File: config.mk
export PLATFORM = sky130hd
export DESIGN_NAME = char_lcd_bus_sequencer
export DESIGN_NICKNAME = d
export VERILOG_FILES = /design/src/rtl/clbs_pkg.sv /design/src/rtl/clbs_front.sv /design/src/rtl/clbs_queue.sv /design/src/rtl/clbs_back.sv /design/src/rtl/char_lcd_bus_sequencer.sv
export VERILOG_INCLUDE_DIRS = /design/src /design/src/rtl
export SDC_FILE = /design/constraint.sdc
export NUM_CORES = 1
export LEC_CHECK = 0
export BUFFER_PORTS_ARGS = -buffer_cell sky130_fd_sc_hd__buf_2
export CAP_MARGIN = 30
export CORE_ASPECT_RATIO = 1.75
export CORE_MARGIN = 3
export CORE_UTILIZATION = 45
export CTS_CLUSTER_SIZE = 14
export DETAILED_ROUTE_END_ITERATION = 6
export PLACE_DENSITY_LB_ADDON = 0.1
export RECOVER_POWER = 25
export SYNTH_ARGS = -nofsm -noshare
export SYNTH_HDL_FRONTEND = slang
export SYNTH_SLANG_ARGS = --single-unit
File: constraint.sdc
create_clock -name clk -period 5.4 [get_ports clk]
set_input_delay 0 -clock clk [delete_from_list [all_inputs] [get_ports clk]]
set_output_delay 0 -clock clk [all_outputs]
set_load 0.02 [all_outputs]
File: src/rtl/char_lcd_bus_sequencer_assert.svh
// Assertion macros for the character LCD bus sequencer.
`ifndef CHAR_LCD_BUS_SEQUENCER_ASSERT_SVH
`define CHAR_LCD_BUS_SEQUENCER_ASSERT_SVH

// Property checked at every edge outside reset.
`define CLBS_ASSERT(lbl, prop, msg) \
  lbl: assert property (@(posedge clk) disable iff (!rst_n) (prop)) else $error(msg);

// Condition in one cycle implies a condition in the next.
`define CLBS_ASSERT_NEXT(lbl, pre, post, msg) \
  lbl: assert property (@(posedge clk) disable iff (!rst_n) (pre) |=> (post)) else $error(msg);

`endif

File: src/rtl/clbs_pkg.sv
// Shared types, codes, constants and tables of the character LCD bus sequencer.
package clbs_pkg;

  localparam int CLBS_MAX_ROWS    = 4;
  localparam int CLBS_QUEUE_DEPTH = 2;

  // request codes
  localparam logic [2:0] OP_INIT   = 3'd0;
  localparam logic [2:0] OP_CMD    = 3'd1;
  localparam logic [2:0] OP_CHAR   = 3'd2;
  localparam logic [2:0] OP_CURSOR = 3'd3;
  localparam logic [2:0] OP_GLYPH  = 3'd4;

  // register indexes
  localparam logic [2:0] CFG_NIBBLE_MODE = 3'd0;
  localparam logic [2:0] CFG_WIDE_LAYOUT = 3'd1;
  localparam logic [2:0] CFG_ROW_COUNT   = 3'd2;
  localparam logic [2:0] CFG_TALL_FONT   = 3'd3;

  // hold times, us
  localparam logic [10:0] HOLD_SHORT  = 11'd1;
  localparam logic [10:0] HOLD_PULSE8 = 11'd10;
  localparam logic [10:0] HOLD_CMD    = 11'd2000;
  localparam logic [10:0] HOLD_CHAR   = 11'd50;

  localparam logic [7:0] WAKE_BYTE    = 8'h30;
  localparam logic [7:0] CGRAM_BASE   = 8'h40;
  localparam logic [7:0] INIT8_FUNC   = 8'h38;
  localparam logic [7:0] INIT4_FUNC_A = 8'h20;
  localparam logic [7:0] INIT4_HOME   = 8'h02;
  localparam logic [7:0] INIT4_FUNC_B = 8'h28;
  localparam logic [7:0] INIT_DISPLAY = 8'h0c;
  localparam logic [7:0] INIT_ENTRY   = 8'h06;

  localparam logic [2:0] PH_LAST_NIB    = 3'd4;
  localparam logic [2:0] PH_LAST_BYTE   = 3'd2;
  localparam logic [2:0] INIT_LAST_NIB  = 3'd4;
  localparam logic [2:0] INIT_LAST_BYTE = 3'd2;
  localparam logic [2:0] WAKE_LAST      = 3'd5;

  typedef enum logic [1:0] {
    JOB_ERR,
    JOB_BYTE,
    JOB_INIT
  } job_kind_t;

  typedef enum logic [1:0] {
    SQ_IDLE,
    SQ_WAKE,
    SQ_BYTE
  } seq_state_t;

  typedef struct packed {
    logic       nibble_mode;
    logic       wide_layout;
    logic [2:0] row_count;
    logic       tall_font;
  } cfg_t;

  typedef struct packed {
    job_kind_t  kind;
    logic [7:0] byte_val;
    logic       rs;
    logic       char_wait;
    logic       nib;
  } job_t;

  typedef struct packed {
    logic [7:0]  data_bus;
    logic        reg_select;
    logic        enable;
    logic [10:0] hold_us;
    logic        error;
    logic        last;
  } bus_word_t;

  function automatic logic [7:0] row_base(input logic [1:0] line, input logic wide);
    logic [7:0] b;
    case (line)
      2'd0:    b = 8'h80;
      2'd1:    b = 8'hc0;
      2'd2:    b = wide ? 8'h94 : 8'h90;
      default: b = wide ? 8'hd4 : 8'hd0;
    endcase
    return b;
  endfunction

  function automatic logic [7:0] init_byte(input logic [2:0] idx, input logic nib);
    logic [7:0] b;
    if (nib) begin
      case (idx)
        3'd0:    b = INIT4_FUNC_A;
        3'd1:    b = INIT4_HOME;
        3'd2:    b = INIT4_FUNC_B;
        3'd3:    b = INIT_DISPLAY;
        default: b = INIT_ENTRY;
      endcase
    end else begin
      case (idx)
        3'd0:    b = INIT8_FUNC;
        3'd1:    b = INIT_DISPLAY;
        default: b = INIT_ENTRY;
      endcase
    end
    return b;
  endfunction

  // one bus state of a byte transfer; phase counts from the first enable high
  function automatic bus_word_t byte_word(input logic nib, input logic [7:0] b,
                                          input logic rs, input logic chr,
                                          input logic [2:0] ph);
    bus_word_t   w;
    logic [7:0]  hi;
    logic [7:0]  lo;
    logic [10:0] wt;
    hi = {b[7:4], 4'h0};
    lo = {b[3:0], 4'h0};
    wt = chr ? HOLD_CHAR : HOLD_CMD;
    w  = '0;
    w.reg_select = rs;
    if (nib) begin
      case (ph)
        3'd0: begin w.data_bus = hi; w.enable = 1'b1; w.hold_us = HOLD_SHORT; end
        3'd1: begin w.data_bus = hi; w.hold_us = HOLD_SHORT; end
        3'd2: begin w.data_bus = lo; w.enable = 1'b1; w.hold_us = HOLD_SHORT; end
        3'd3: begin w.data_bus = lo; w.hold_us = HOLD_SHORT; end
        default: begin w.data_bus = lo; w.hold_us = wt; end
      endcase
    end else begin
      case (ph)
        3'd0: begin w.data_bus = b; w.enable = 1'b1; w.hold_us = HOLD_PULSE8; end
        3'd1: begin w.data_bus = b; w.hold_us = HOLD_SHORT; end
        default: begin w.data_bus = b; w.hold_us = wt; end
      endcase
    end
    return w;
  endfunction

endpackage

File: src/rtl/clbs_front.sv
// Request decoder: range checks and address mapping into queue jobs.
module clbs_front import clbs_pkg::*; #(
  parameter int MAX_ROWS = CLBS_MAX_ROWS
) (
  input  cfg_t       cfg,
  input  logic [2:0] op,
  input  logic [7:0] value,
  input  logic [4:0] column,
  input  logic [1:0] line,
  input  logic [2:0] glyph_slot,
  output job_t       job
);

  localparam logic [2:0] MaxRowsW = 3'(MAX_ROWS);

  logic [2:0] rows;
  logic [4:0] cols;

  assign rows = (cfg.row_count > MaxRowsW) ? MaxRowsW : cfg.row_count;
  assign cols = cfg.wide_layout ? 5'd20 : 5'd16;

  always_comb begin
    job           = '0;
    job.kind      = JOB_ERR;
    job.nib       = cfg.nibble_mode;
    unique case (op)
      OP_INIT: job.kind = JOB_INIT;
      OP_CMD: begin
        job.kind     = JOB_BYTE;
        job.byte_val = value;
      end
      OP_CHAR: begin
        job.kind      = JOB_BYTE;
        job.byte_val  = value;
        job.rs        = 1'b1;
        job.char_wait = 1'b1;
      end
      OP_CURSOR: begin
        if (column < cols && {1'b0, line} < rows) begin
          job.kind     = JOB_BYTE;
          job.byte_val = row_base(line, cfg.wide_layout) + {3'b000, column};
        end
      end
      OP_GLYPH: begin
        if (cfg.tall_font) begin
          if (glyph_slot <= 3'd3) begin
            job.kind     = JOB_BYTE;
            job.byte_val = CGRAM_BASE | {2'b00, glyph_slot[1:0], 4'h0};
          end
        end else begin
          job.kind     = JOB_BYTE;
          job.byte_val = CGRAM_BASE | {2'b00, glyph_slot, 3'b000};
        end
      end
      default: job.kind = JOB_ERR;
    endcase
  end

endmodule

File: src/rtl/clbs_queue.sv
// Short job queue between decoder and bus sequencer.
module clbs_queue import clbs_pkg::*; #(
  parameter int DEPTH = CLBS_QUEUE_DEPTH
) (
  input  logic clk,
  input  logic rst_n,
  input  logic push,
  input  job_t push_job,
  input  logic pop,
  output job_t head,
  output logic empty,
  output logic full
);

  localparam int PW = $clog2(DEPTH);
  localparam int CW = $clog2(DEPTH + 1);

  job_t          mem_r [DEPTH];
  logic [PW-1:0] wr_ptr_r, wr_ptr_nxt;
  logic [PW-1:0] rd_ptr_r, rd_ptr_nxt;
  logic [CW-1:0] count_r, count_nxt;

  assign empty = (count_r == '0);
  assign full  = (count_r == CW'(DEPTH));
  assign head  = mem_r[rd_ptr_r];

  always_comb begin
    wr_ptr_nxt = wr_ptr_r;
    rd_ptr_nxt = rd_ptr_r;
    count_nxt  = count_r;
    if (push) begin
      wr_ptr_nxt = (wr_ptr_r == PW'(DEPTH - 1)) ? '0 : wr_ptr_r + 1'b1;
    end
    if (pop) begin
      rd_ptr_nxt = (rd_ptr_r == PW'(DEPTH - 1)) ? '0 : rd_ptr_r + 1'b1;
    end
    if (push && !pop) begin
      count_nxt = count_r + 1'b1;
    end else if (pop && !push) begin
      count_nxt = count_r - 1'b1;
    end
  end

  always_ff @(posedge clk) begin
    if (!rst_n) begin
      wr_ptr_r <= '0;
      rd_ptr_r <= '0;
      count_r  <= '0;
    end else begin
      wr_ptr_r <= wr_ptr_nxt;
      rd_ptr_r <= rd_ptr_nxt;
      count_r  <= count_nxt;
    end
  end

  always_ff @(posedge clk) begin
    if (push) begin
      mem_r[wr_ptr_r] <= push_job;
    end
  end

endmodule

File: src/rtl/clbs_back.sv
// Bus sequencer: expands jobs into bus state words, one per cycle unless the output stalls.
module clbs_back import clbs_pkg::*; (
  input  logic      clk,
  input  logic      rst_n,
  input  job_t      head,
  input  logic      head_valid,
  output logic      pop,
  input  logic      out_stall,
  output logic      out_valid,
  output bus_word_t out_word
);

  seq_state_t state_r, state_nxt;
  logic [2:0] phase_r, phase_nxt;
  logic [2:0] wake_r, wake_nxt;
  logic [2:0] idx_r, idx_nxt;
  job_t       cur_r, cur_nxt;
  logic       out_valid_r;
  bus_word_t  out_r;

  logic       can_emit;
  logic       emit_valid;
  bus_word_t  emit_word;
  logic [2:0] last_ph;
  logic [2:0] last_idx;
  logic       byte_done;
  logic       seq_done;
  bus_word_t  err_word;
  bus_word_t  wake_word;

  assign can_emit  = !out_valid_r || !out_stall;
  assign last_ph   = cur_r.nib ? PH_LAST_NIB : PH_LAST_BYTE;
  assign last_idx  = cur_r.nib ? INIT_LAST_NIB : INIT_LAST_BYTE;
  assign byte_done = (phase_r == last_ph);
  assign seq_done  = byte_done && (cur_r.kind != JOB_INIT || idx_r == last_idx);

  always_comb begin
    err_word       = '0;
    err_word.error = 1'b1;
    err_word.last  = 1'b1;
  end

  // wake-up pulses: 0x30, enable high on even steps
  always_comb begin
    wake_word          = '0;
    wake_word.data_bus = WAKE_BYTE;
    wake_word.hold_us  = HOLD_SHORT;
    wake_word.enable   = (state_r == SQ_WAKE) ? ~wake_r[0] : 1'b1;
  end

  // next state
  always_comb begin
    state_nxt = state_r;
    phase_nxt = phase_r;
    wake_nxt  = wake_r;
    idx_nxt   = idx_r;
    cur_nxt   = cur_r;
    if (can_emit) begin
      unique case (state_r)
        SQ_IDLE: begin
          if (head_valid) begin
            cur_nxt = head;
            case (head.kind)
              JOB_BYTE: begin
                state_nxt = SQ_BYTE;
                phase_nxt = 3'd1;
              end
              JOB_INIT: begin
                if (head.nib) begin
                  state_nxt = SQ_WAKE;
                  wake_nxt  = 3'd1;
                end else begin
                  state_nxt        = SQ_BYTE;
                  phase_nxt        = 3'd1;
                  idx_nxt          = 3'd0;
                  cur_nxt.byte_val = init_byte(3'd0, 1'b0);
                end
              end
              default: state_nxt = SQ_IDLE;
            endcase
          end
        end
        SQ_WAKE: begin
          if (wake_r == WAKE_LAST) begin
            state_nxt        = SQ_BYTE;
            phase_nxt        = 3'd0;
            idx_nxt          = 3'd0;
            cur_nxt.byte_val = init_byte(3'd0, 1'b1);
          end else begin
            wake_nxt = wake_r + 3'd1;
          end
        end
        SQ_BYTE: begin
          if (seq_done) begin
            state_nxt = SQ_IDLE;
          end else if (byte_done) begin
            phase_nxt        = 3'd0;
            idx_nxt          = idx_r + 3'd1;
            cur_nxt.byte_val = init_byte(idx_r + 3'd1, cur_r.nib);
          end else begin
            phase_nxt = phase_r + 3'd1;
          end
        end
        default: state_nxt = SQ_IDLE;
      endcase
    end
  end

  // emitted word and queue pop
  always_comb begin
    emit_valid = 1'b0;
    emit_word  = '0;
    unique case (state_r)
      SQ_IDLE: begin
        if (head_valid) begin
          emit_valid = 1'b1;
          case (head.kind)
            JOB_BYTE: emit_word = byte_word(head.nib, head.byte_val, head.rs,
                                            head.char_wait, 3'd0);
            JOB_INIT: begin
              if (head.nib) begin
                emit_word = wake_word;
              end else begin
                emit_word = byte_word(1'b0, init_byte(3'd0, 1'b0), 1'b0, 1'b0, 3'd0);
              end
            end
            default: emit_word = err_word;
          endcase
        end
      end
      SQ_WAKE: begin
        emit_valid = 1'b1;
        emit_word  = wake_word;
      end
      SQ_BYTE: begin
        emit_valid     = 1'b1;
        emit_word      = byte_word(cur_r.nib, cur_r.byte_val, cur_r.rs,
                                   cur_r.char_wait, phase_r);
        emit_word.last = seq_done;
      end
      default: emit_valid = 1'b0;
    endcase
    pop = can_emit && (state_r == SQ_IDLE) && head_valid;
  end

  always_ff @(posedge clk) begin
    if (!rst_n) begin
      state_r     <= SQ_IDLE;
      phase_r     <= '0;
      wake_r      <= '0;
      idx_r       <= '0;
      out_valid_r <= 1'b0;
    end else begin
      state_r     <= state_nxt;
      phase_r     <= phase_nxt;
      wake_r      <= wake_nxt;
      idx_r       <= idx_nxt;
      if (can_emit) begin
        out_valid_r <= emit_valid;
      end
    end
  end

  always_ff @(posedge clk) begin
    cur_r <= cur_nxt;
    if (can_emit) begin
      out_r <= emit_word;
    end
  end

  assign out_valid = out_valid_r;
  assign out_word  = out_r;

endmodule

File: src/rtl/char_lcd_bus_sequencer.sv
// Character LCD bus sequencer: top level with registers, decoder, queue and sequencer.
//
// Input channel (in_*): one request word per handshake: init, command byte,
// character byte, set cursor or select glyph slot. Accepted when in_valid is
// high and in_stall low. in_stall rises only when the job queue is full.
// Output channel (out_*): one bus state word per handshake (data lines,
// register select, read/write, enable, hold time). out_last marks the final
// word of a request; a rejected request gives one word with out_error set.
// Words per request: 5 for a 4-bit byte, 3 for an 8-bit byte, 31 / 9 for
// init in 4-bit / 8-bit mode, 1 for an error.
// The first word passes through the job queue and then the output register.
// Throughput: one word per cycle from the sequencer unless out_stall holds the
// output; after the last word of a job the sequencer returns to idle and pops the next job.
// The decoder keeps accepting while the queue has room, even with the
// output stalled. Under out_stall the output register holds its word and
// the sequencer waits.
// Configuration (cfg_*): write only; the user must write it only while idle,
// which the block itself does not enforce. After reset the registers read 4-bit
// mode, 16-column layout, two rows, 5x8 font; queue and output register are empty.
module char_lcd_bus_sequencer import clbs_pkg::*; #(
  parameter int MAX_ROWS    = CLBS_MAX_ROWS,
  parameter int QUEUE_DEPTH = CLBS_QUEUE_DEPTH
) (
  input  logic        clk,
  input  logic        rst_n,
  // configuration
  input  logic        cfg_we,
  input  logic [2:0]  cfg_index,
  input  logic [2:0]  cfg_wdata,
  // requests
  input  logic        in_valid,
  output logic        in_stall,
  input  logic [2:0]  in_op,
  input  logic [7:0]  in_value,
  input  logic [4:0]  in_column,
  input  logic [1:0]  in_line,
  input  logic [2:0]  in_glyph_slot,
  // bus state words
  output logic        out_valid,
  input  logic        out_stall,
  output logic [7:0]  out_data_bus,
  output logic        out_reg_select,
  output logic        out_read_write,
  output logic        out_enable,
  output logic [10:0] out_hold_us,
  output logic        out_error,
  output logic        out_last
);

  cfg_t      cfg_r;
  job_t      front_job;
  job_t      head;
  logic      q_empty;
  logic      q_full;
  logic      q_push;
  logic      q_pop;
  bus_word_t word;

  // configuration registers
  always_ff @(posedge clk) begin
    if (!rst_n) begin
      cfg_r.nibble_mode <= 1'b1;
      cfg_r.wide_layout <= 1'b0;
      cfg_r.row_count   <= 3'd2;
      cfg_r.tall_font   <= 1'b0;
    end else if (cfg_we) begin
      case (cfg_index)
        CFG_NIBBLE_MODE: cfg_r.nibble_mode <= cfg_wdata[0];
        CFG_WIDE_LAYOUT: cfg_r.wide_layout <= cfg_wdata[0];
        CFG_ROW_COUNT:   cfg_r.row_count   <= cfg_wdata;
        CFG_TALL_FONT:   cfg_r.tall_font   <= cfg_wdata[0];
        default: ;
      endcase
    end
  end

  // front: classify request
  clbs_front #(
    .MAX_ROWS (MAX_ROWS)
  ) u_front (
    .cfg        (cfg_r),
    .op         (in_op),
    .value      (in_value),
    .column     (in_column),
    .line       (in_line),
    .glyph_slot (in_glyph_slot),
    .job        (front_job)
  );

  assign in_stall = q_full;
  assign q_push   = in_valid && !q_full;

  clbs_queue #(
    .DEPTH (QUEUE_DEPTH)
  ) u_queue (
    .clk      (clk),
    .rst_n    (rst_n),
    .push     (q_push),
    .push_job (front_job),
    .pop      (q_pop),
    .head     (head),
    .empty    (q_empty),
    .full     (q_full)
  );

  // back: bus state sequencing with output register
  clbs_back u_back (
    .clk        (clk),
    .rst_n      (rst_n),
    .head       (head),
    .head_valid (!q_empty),
    .pop        (q_pop),
    .out_stall  (out_stall),
    .out_valid  (out_valid),
    .out_word   (word)
  );

  assign out_data_bus   = word.data_bus;
  assign out_reg_select = word.reg_select;
  assign out_read_write = 1'b0;
  assign out_enable     = word.enable;
  assign out_hold_us    = word.hold_us;
  assign out_error      = word.error;
  assign out_last       = word.last;

`include "char_lcd_bus_sequencer_assert.svh"

  // an error word is a bare terminator
  `CLBS_ASSERT(a_err_word, !(out_valid && out_error) || (out_last && !out_enable && out_hold_us == 11'd0 && out_data_bus == 8'd0), "error word malformed")
  // a strobe is never the final state of a request
  `CLBS_ASSERT(a_strobe_not_last, !(out_valid && out_enable) || !out_last, "enable high on last word")
  // a taken strobe word is followed at once by the strobe release
  `CLBS_ASSERT_NEXT(a_strobe_release, out_valid && !out_stall && out_enable, out_valid && !out_enable && !out_error, "enable pulse not released")

endmodule
---- Word level (Yosys, flattened, before mapping) ----
Memories as Yosys holds them, arrays and structs flattened. A register that Yosys moved wholly into a read port is not among the register bits.
Index checks and enable logic that the tools add are counted.
word-level totals
  memories ................................ 1
  bits in registers ....................... 58
  output and inout bits ................... 26
  RAM bits ................................ 26
memories
  memory         depth  bits a word  rd ports  clocked after memory_dff  wr ports  line              RTL
  u_queue.mem_r  2      13           1         1                         1         clbs_queue.sv:18  job_t mem_r [DEPTH];
cells by class
  bitwise gates (word level) .............. 2
  add/subtract/negate cells ............... 8
  reduce and logical (&&, ||, !) cells .... 40
  $lt $le $gt $ge ......................... 4
  muxes and demuxes ....................... 73
  eq/ne operators ......................... 35
operators by type and width
  operator                                                               number
  8-bit 2-to-1 mux                                                       10
  8-bit one-hot mux with 3 select lines                                  3
  23-bit one-hot mux with 3 select lines                                 1
  3-bit 2-to-1 mux                                                       19
  23-bit one-hot mux with 2 select lines                                 1
  11-bit 2-to-1 mux                                                      3
  3-bit by 2-bit equality test with 1-bit output, second input constant  8
  6-bit one-hot mux with 4 select lines                                  1
  23-bit 2-to-1 mux                                                      1
  11-bit one-hot mux with 2 select lines                                 1
  19-bit 2-to-1 mux                                                      1
  9-bit 2-to-1 mux                                                       2
  3-bit one-hot mux with 3 select lines                                  2
  2-bit 2-to-1 mux                                                       7
  2-bit != test, second input constant                                   7
  3-bit by 1-bit equality test with 1-bit output, second input constant  4
  3-bit zero test                                                        4
  12-bit 2-to-1 mux                                                      1
  3-bit one-hot mux with 2 select lines                                  2
  6-bit one-hot mux with 2 select lines                                  1
  6-bit AND reduction                                                    2
  1-bit 2-to-1 mux                                                       10
  10-bit 2-to-1 mux                                                      1
  3-bit by 1-bit adder with 3-bit output, second input constant          3
  other kinds (33)                                                       67

---- Longest topological paths before layout ----
  depth after elaboration ................. 9
  mapped depth ............................ 9

---- Modules after synthesis ----
A second synthesis with hierarchy kept.
unflattened totals
  cell total of the unflattened synthesis .. 402
  area total of the unflattened synthesis .. 4,500.6 um^2
modules (own cells, without submodules)
  module                  sequential area each (um^2)  cells each  instances  area each (um^2)
  clbs_back               1,171.1                      255         1          2,611.3
  clbs_queue              880.8                        62          1          1,151.1
  clbs_front              0.0                          54          1          431.7
  char_lcd_bus_sequencer  120.1                        31          1          306.5

---- Worst setup path after synthesis ----
Ideal clock, no wire load.
  path type ............................... reg-to-reg
  from .................................... register (tool-made name)
  to ...................................... register u_back.phase_r[1]
  setup time .............................. 0.087 ns
  required time ........................... 5.313 ns
  arrival time ............................ 2.118 ns
  buffers on the path ..................... 2
  clock period less this slack ............ 2.205 ns
  stages on the path, launching flop included .. 10
  path slack .............................. 3.195 ns
  cells stage by stage .................... dfxtp_1 > buf_2 > mux2i_1 > inv_1 > ha_1 > clkbuf_1 > a21oi_1 > o21ai_1 > or4b_1 > o31ai_1
RTL lines
  element               line              RTL
  end signal, assigned  clbs_back.sv:155  phase_r <= phase_nxt;
  end, declared         clbs_back.sv:14   logic [2:0] phase_r, phase_nxt;

==> impl_metrics.csv <==
group,metric,value,unit
worst_setup_path,critPathMaxFanout,12,
cells_and_area,fin_cells,566,
placed_design,port-buffer-count,55,
die,rows,45,
synth,synth_common_cells,"edfxtp_1 (54), nor2_1 (39), nand2_1 (31), dfxtp_1 (23), ha_1 (23)",
route,drc_errors,0,
cells_and_area,drive_above_1_share,13.6,%
route,postRouteAntennaNets,0,
worst_hold_path,hold_class,"input pin to register",
die,fp.dieW,78.2,µm
timing,period_share,46.5,%
grt,grt_pass1_wl,14400,µm
synth,ys_warn_count,0,
cts,insertion_delay,0.34,ns
synth,synth-seq-area-share,50.7,%
die,core,8780,µm²
synth,synthTopCellsByArea,"edfxtp_1 (39%), dfxtp_1 (11%), ha_1 (7.0%), mux2i_1 (5.1%), nor2_1 (3.6%)",
cts,cts_buffer_depth,2,
synth,yosysUniqueCellTypes,65,
cts,numClockSinks,77,
grt,track_usage,18.2,%
synth,synth.most_common_cell,"edfxtp_1",
run,drv_cap,0,
cells_and_area,diodes,0,
timing,skew,0.00658,ns
synth,synth_edf_count,54,
synth,async_reset_ff_share,0,%
placed_design,placed_area,4450,µm²
timing,rsz0062_at_grt,"no",
placed_design,dp_cells,536,
timing,max_slew_margin,46.0,%
route,num_vias,2985,
cts,postCtsSetupBuffers,0,
timing,fin_crit,2.51,ns
grt,grt_pass1_vias,2958,
timing,final-hold-violation-count,0,
placed_design,hpwlAfterDp,6970,µm
pwr,power.density,451,nW/µm²
timing,tightest_slew,0.808,ns
timing,tns,0,ns
route,wl_per_cell,16.0,µm
pwr,leakagePower,1.90,nW
timing,setup_viol,0,
synth,synth_ff_type,"edfxtp_1",
cts,cts_root_buffer,"clkbuf_16",
worst_setup_path,cp-start-kind,"register",
placed_design,gp_congestion,0.912,
grt,antenna_found_initial,0,
synth,syn_area,4110,µm²
worst_setup_path,critical_path_class,"register to register",
die,die_h,132,µm
die,start_util,46.8,%
run_status,outcome,"complete, no violations",
route,viasPerCell,5.27,
die,ios,58,
grt,gr-total-overflow,0,
timing,timing.final.max_slew_violations,0,
cts,h-tree-depth,3,
synth,synth_cells,379,
grt,grt_max_degree,22,
cells_and_area,nets,499,
route,totalWireLength,9070,µm
synth,yosysTopAreaCellShare,39.5,%
pwr,power,2.18,mW
synth,syn_area_per_cell,10.8,µm²
route,drt_pass1_iterations,5,
cts,cts_tree,"done",
worst_setup_path,required,5.58,ns
timing,fmax,399,MHz
route,drt_iter0_markers,139,
cts,clkTransAtPathRegs,0.06,ns
worst_setup_path,endpoint_kind,"register",
cells_and_area,fin_area,4830,µm²
pwr,ir_drop,0.222,mV
die,die_area,10400,µm²
worst_setup_path,cp_data_arrival_time,2.69,ns
cells_and_area,final_util,55.0,%
cells_and_area,areaGrowthSynthToFinish,17.6,%
synth,ys_ff_latch,77,
synth,yosys.area.top_type,"edfxtp_1",
cts,cts_made_buffers,9,
[sequential cells by signal, indices dropped and copies added (netlist names), named ones only]
signal	count
u_back.cur_r	12
u_back.idx_r	3
u_back.out_word	18
cfg_r	6
u_back.state_r	2
u_queue.count_r	2
u_queue.rd_ptr_r	1
u_back.out_valid	1
u_back.wake_r	3
u_queue.wr_ptr_r	1
u_queue.mem_r	24
u_back.phase_r	3
[cell usage in the layout (no fill, tap or decap), drive strengths merged, types with 5 or more instances in the layout]
| master | Yosys | final |
|---|---|---|
| dlygate4sd3 | 0 | 14 |
| clkbuf | 10 | 35 |
| edfxtp | 54 | 54 |
| nor2 | 39 | 39 |
| buf | 7 | 31 |
| o21ai | 15 | 15 |
| a21oi | 19 | 19 |
| nand3 | 8 | 8 |
| nor3 | 5 | 5 |
| mux2 | 5 | 5 |
| xor2 | 5 | 5 |
| ha | 23 | 23 |
| nor2b | 7 | 7 |
| o31ai | 5 | 5 |
| nand2 | 31 | 31 |
| inv | 21 | 22 |
| mux2i | 22 | 22 |
| dfxtp | 23 | 23 |
| nand2b | 9 | 9 |
[layout make-up]
type	instances	area, µm²
fillers	801	3950
flip-flops and latches	77	2080
multi-input cells	265	1860
repair buffers	70	392
clock buffers	10	229
well taps	117	146
inverters	21	78.8
clock inverters	6	38.8
[stage by stage]
stage          hold slack [ns]  setup slack, ns
2_1_floorplan            0.128             3.20
3_3_place_gp             0.221             2.99
3_5_place_dp             0.233             2.91
4_1_cts                0.00684             2.88
5_1_grt                 0.0196             2.59
6_report                0.0116             2.89
[report_power, final]
part | switching, mW | leakage [nW] | internal, mW | total (mW)
registers | 0.0868 | 0.736 | 0.827 | 0.914
clock network | 0.233 | 0.120 | 0.309 | 0.543
logic | 0.468 | 1.04 | 0.253 | 0.720
[per-layer routing]
layer  wire, µm  vias to the layer above  track usage, %
li1           -                     1513               -
met5          0                        -               0
met1       3380                     1383            17.9
met3        352                       14            4.10
met2       5030                       75            34.5
met4        303                        0            8.95
[critical path, stage by stage, from the launching register on]
cell and delay, ns:
dfxtp_1 0.74, mux2i_1 0.32, inv_1 0.08, ha_1 0.31, nand2b_1 0.21, nor3_1 0.24
o21ai_1 0.12, nand2b_1 0.16, a21oi_1 0.14
[repair_timing]
item                                   4_1_cts  5_1_grt
hold buffers                                14        0
gates resized for setup                      0        0
endpoints found under the hold margin       22        0
[cells by family (layout without fill, tap and decap cells)]
group                      Yosys count  count (layout)  share of synthesized area, %
AOI/OAI and AO/OA                   84              84                          14.9
xor gates and xnor gates             7               7                          1.49
adders and majority gates           23              23                          7.01
buffers and inverters               38             107                          4.05
DFF                                 77              77                          50.7
muxes                               27              27                          7.04
other                                1               2                        0.0913
and+or+nand+nor                    122             122                          14.7
[path summary, 6_finish.rpt]
check                           slack, ns                  start  depth (start not counted)                            end
worst max register to register       2.89               register                          8  u_back.out_word[18]$_DFFE_PN_
worst min register to register       0.48  cfg_r[5]$_SDFFE_PN1P_                          0  u_queue.mem_r[0][0]$_DFFE_PP_
worst max-delay path                 2.89               register                          8  u_back.out_word[18]$_DFFE_PN_
worst min-delay path                 0.01            in_value[6]                          2  u_queue.mem_r[0][9]$_DFFE_PP_
Power figures use the tool's default switching activity.
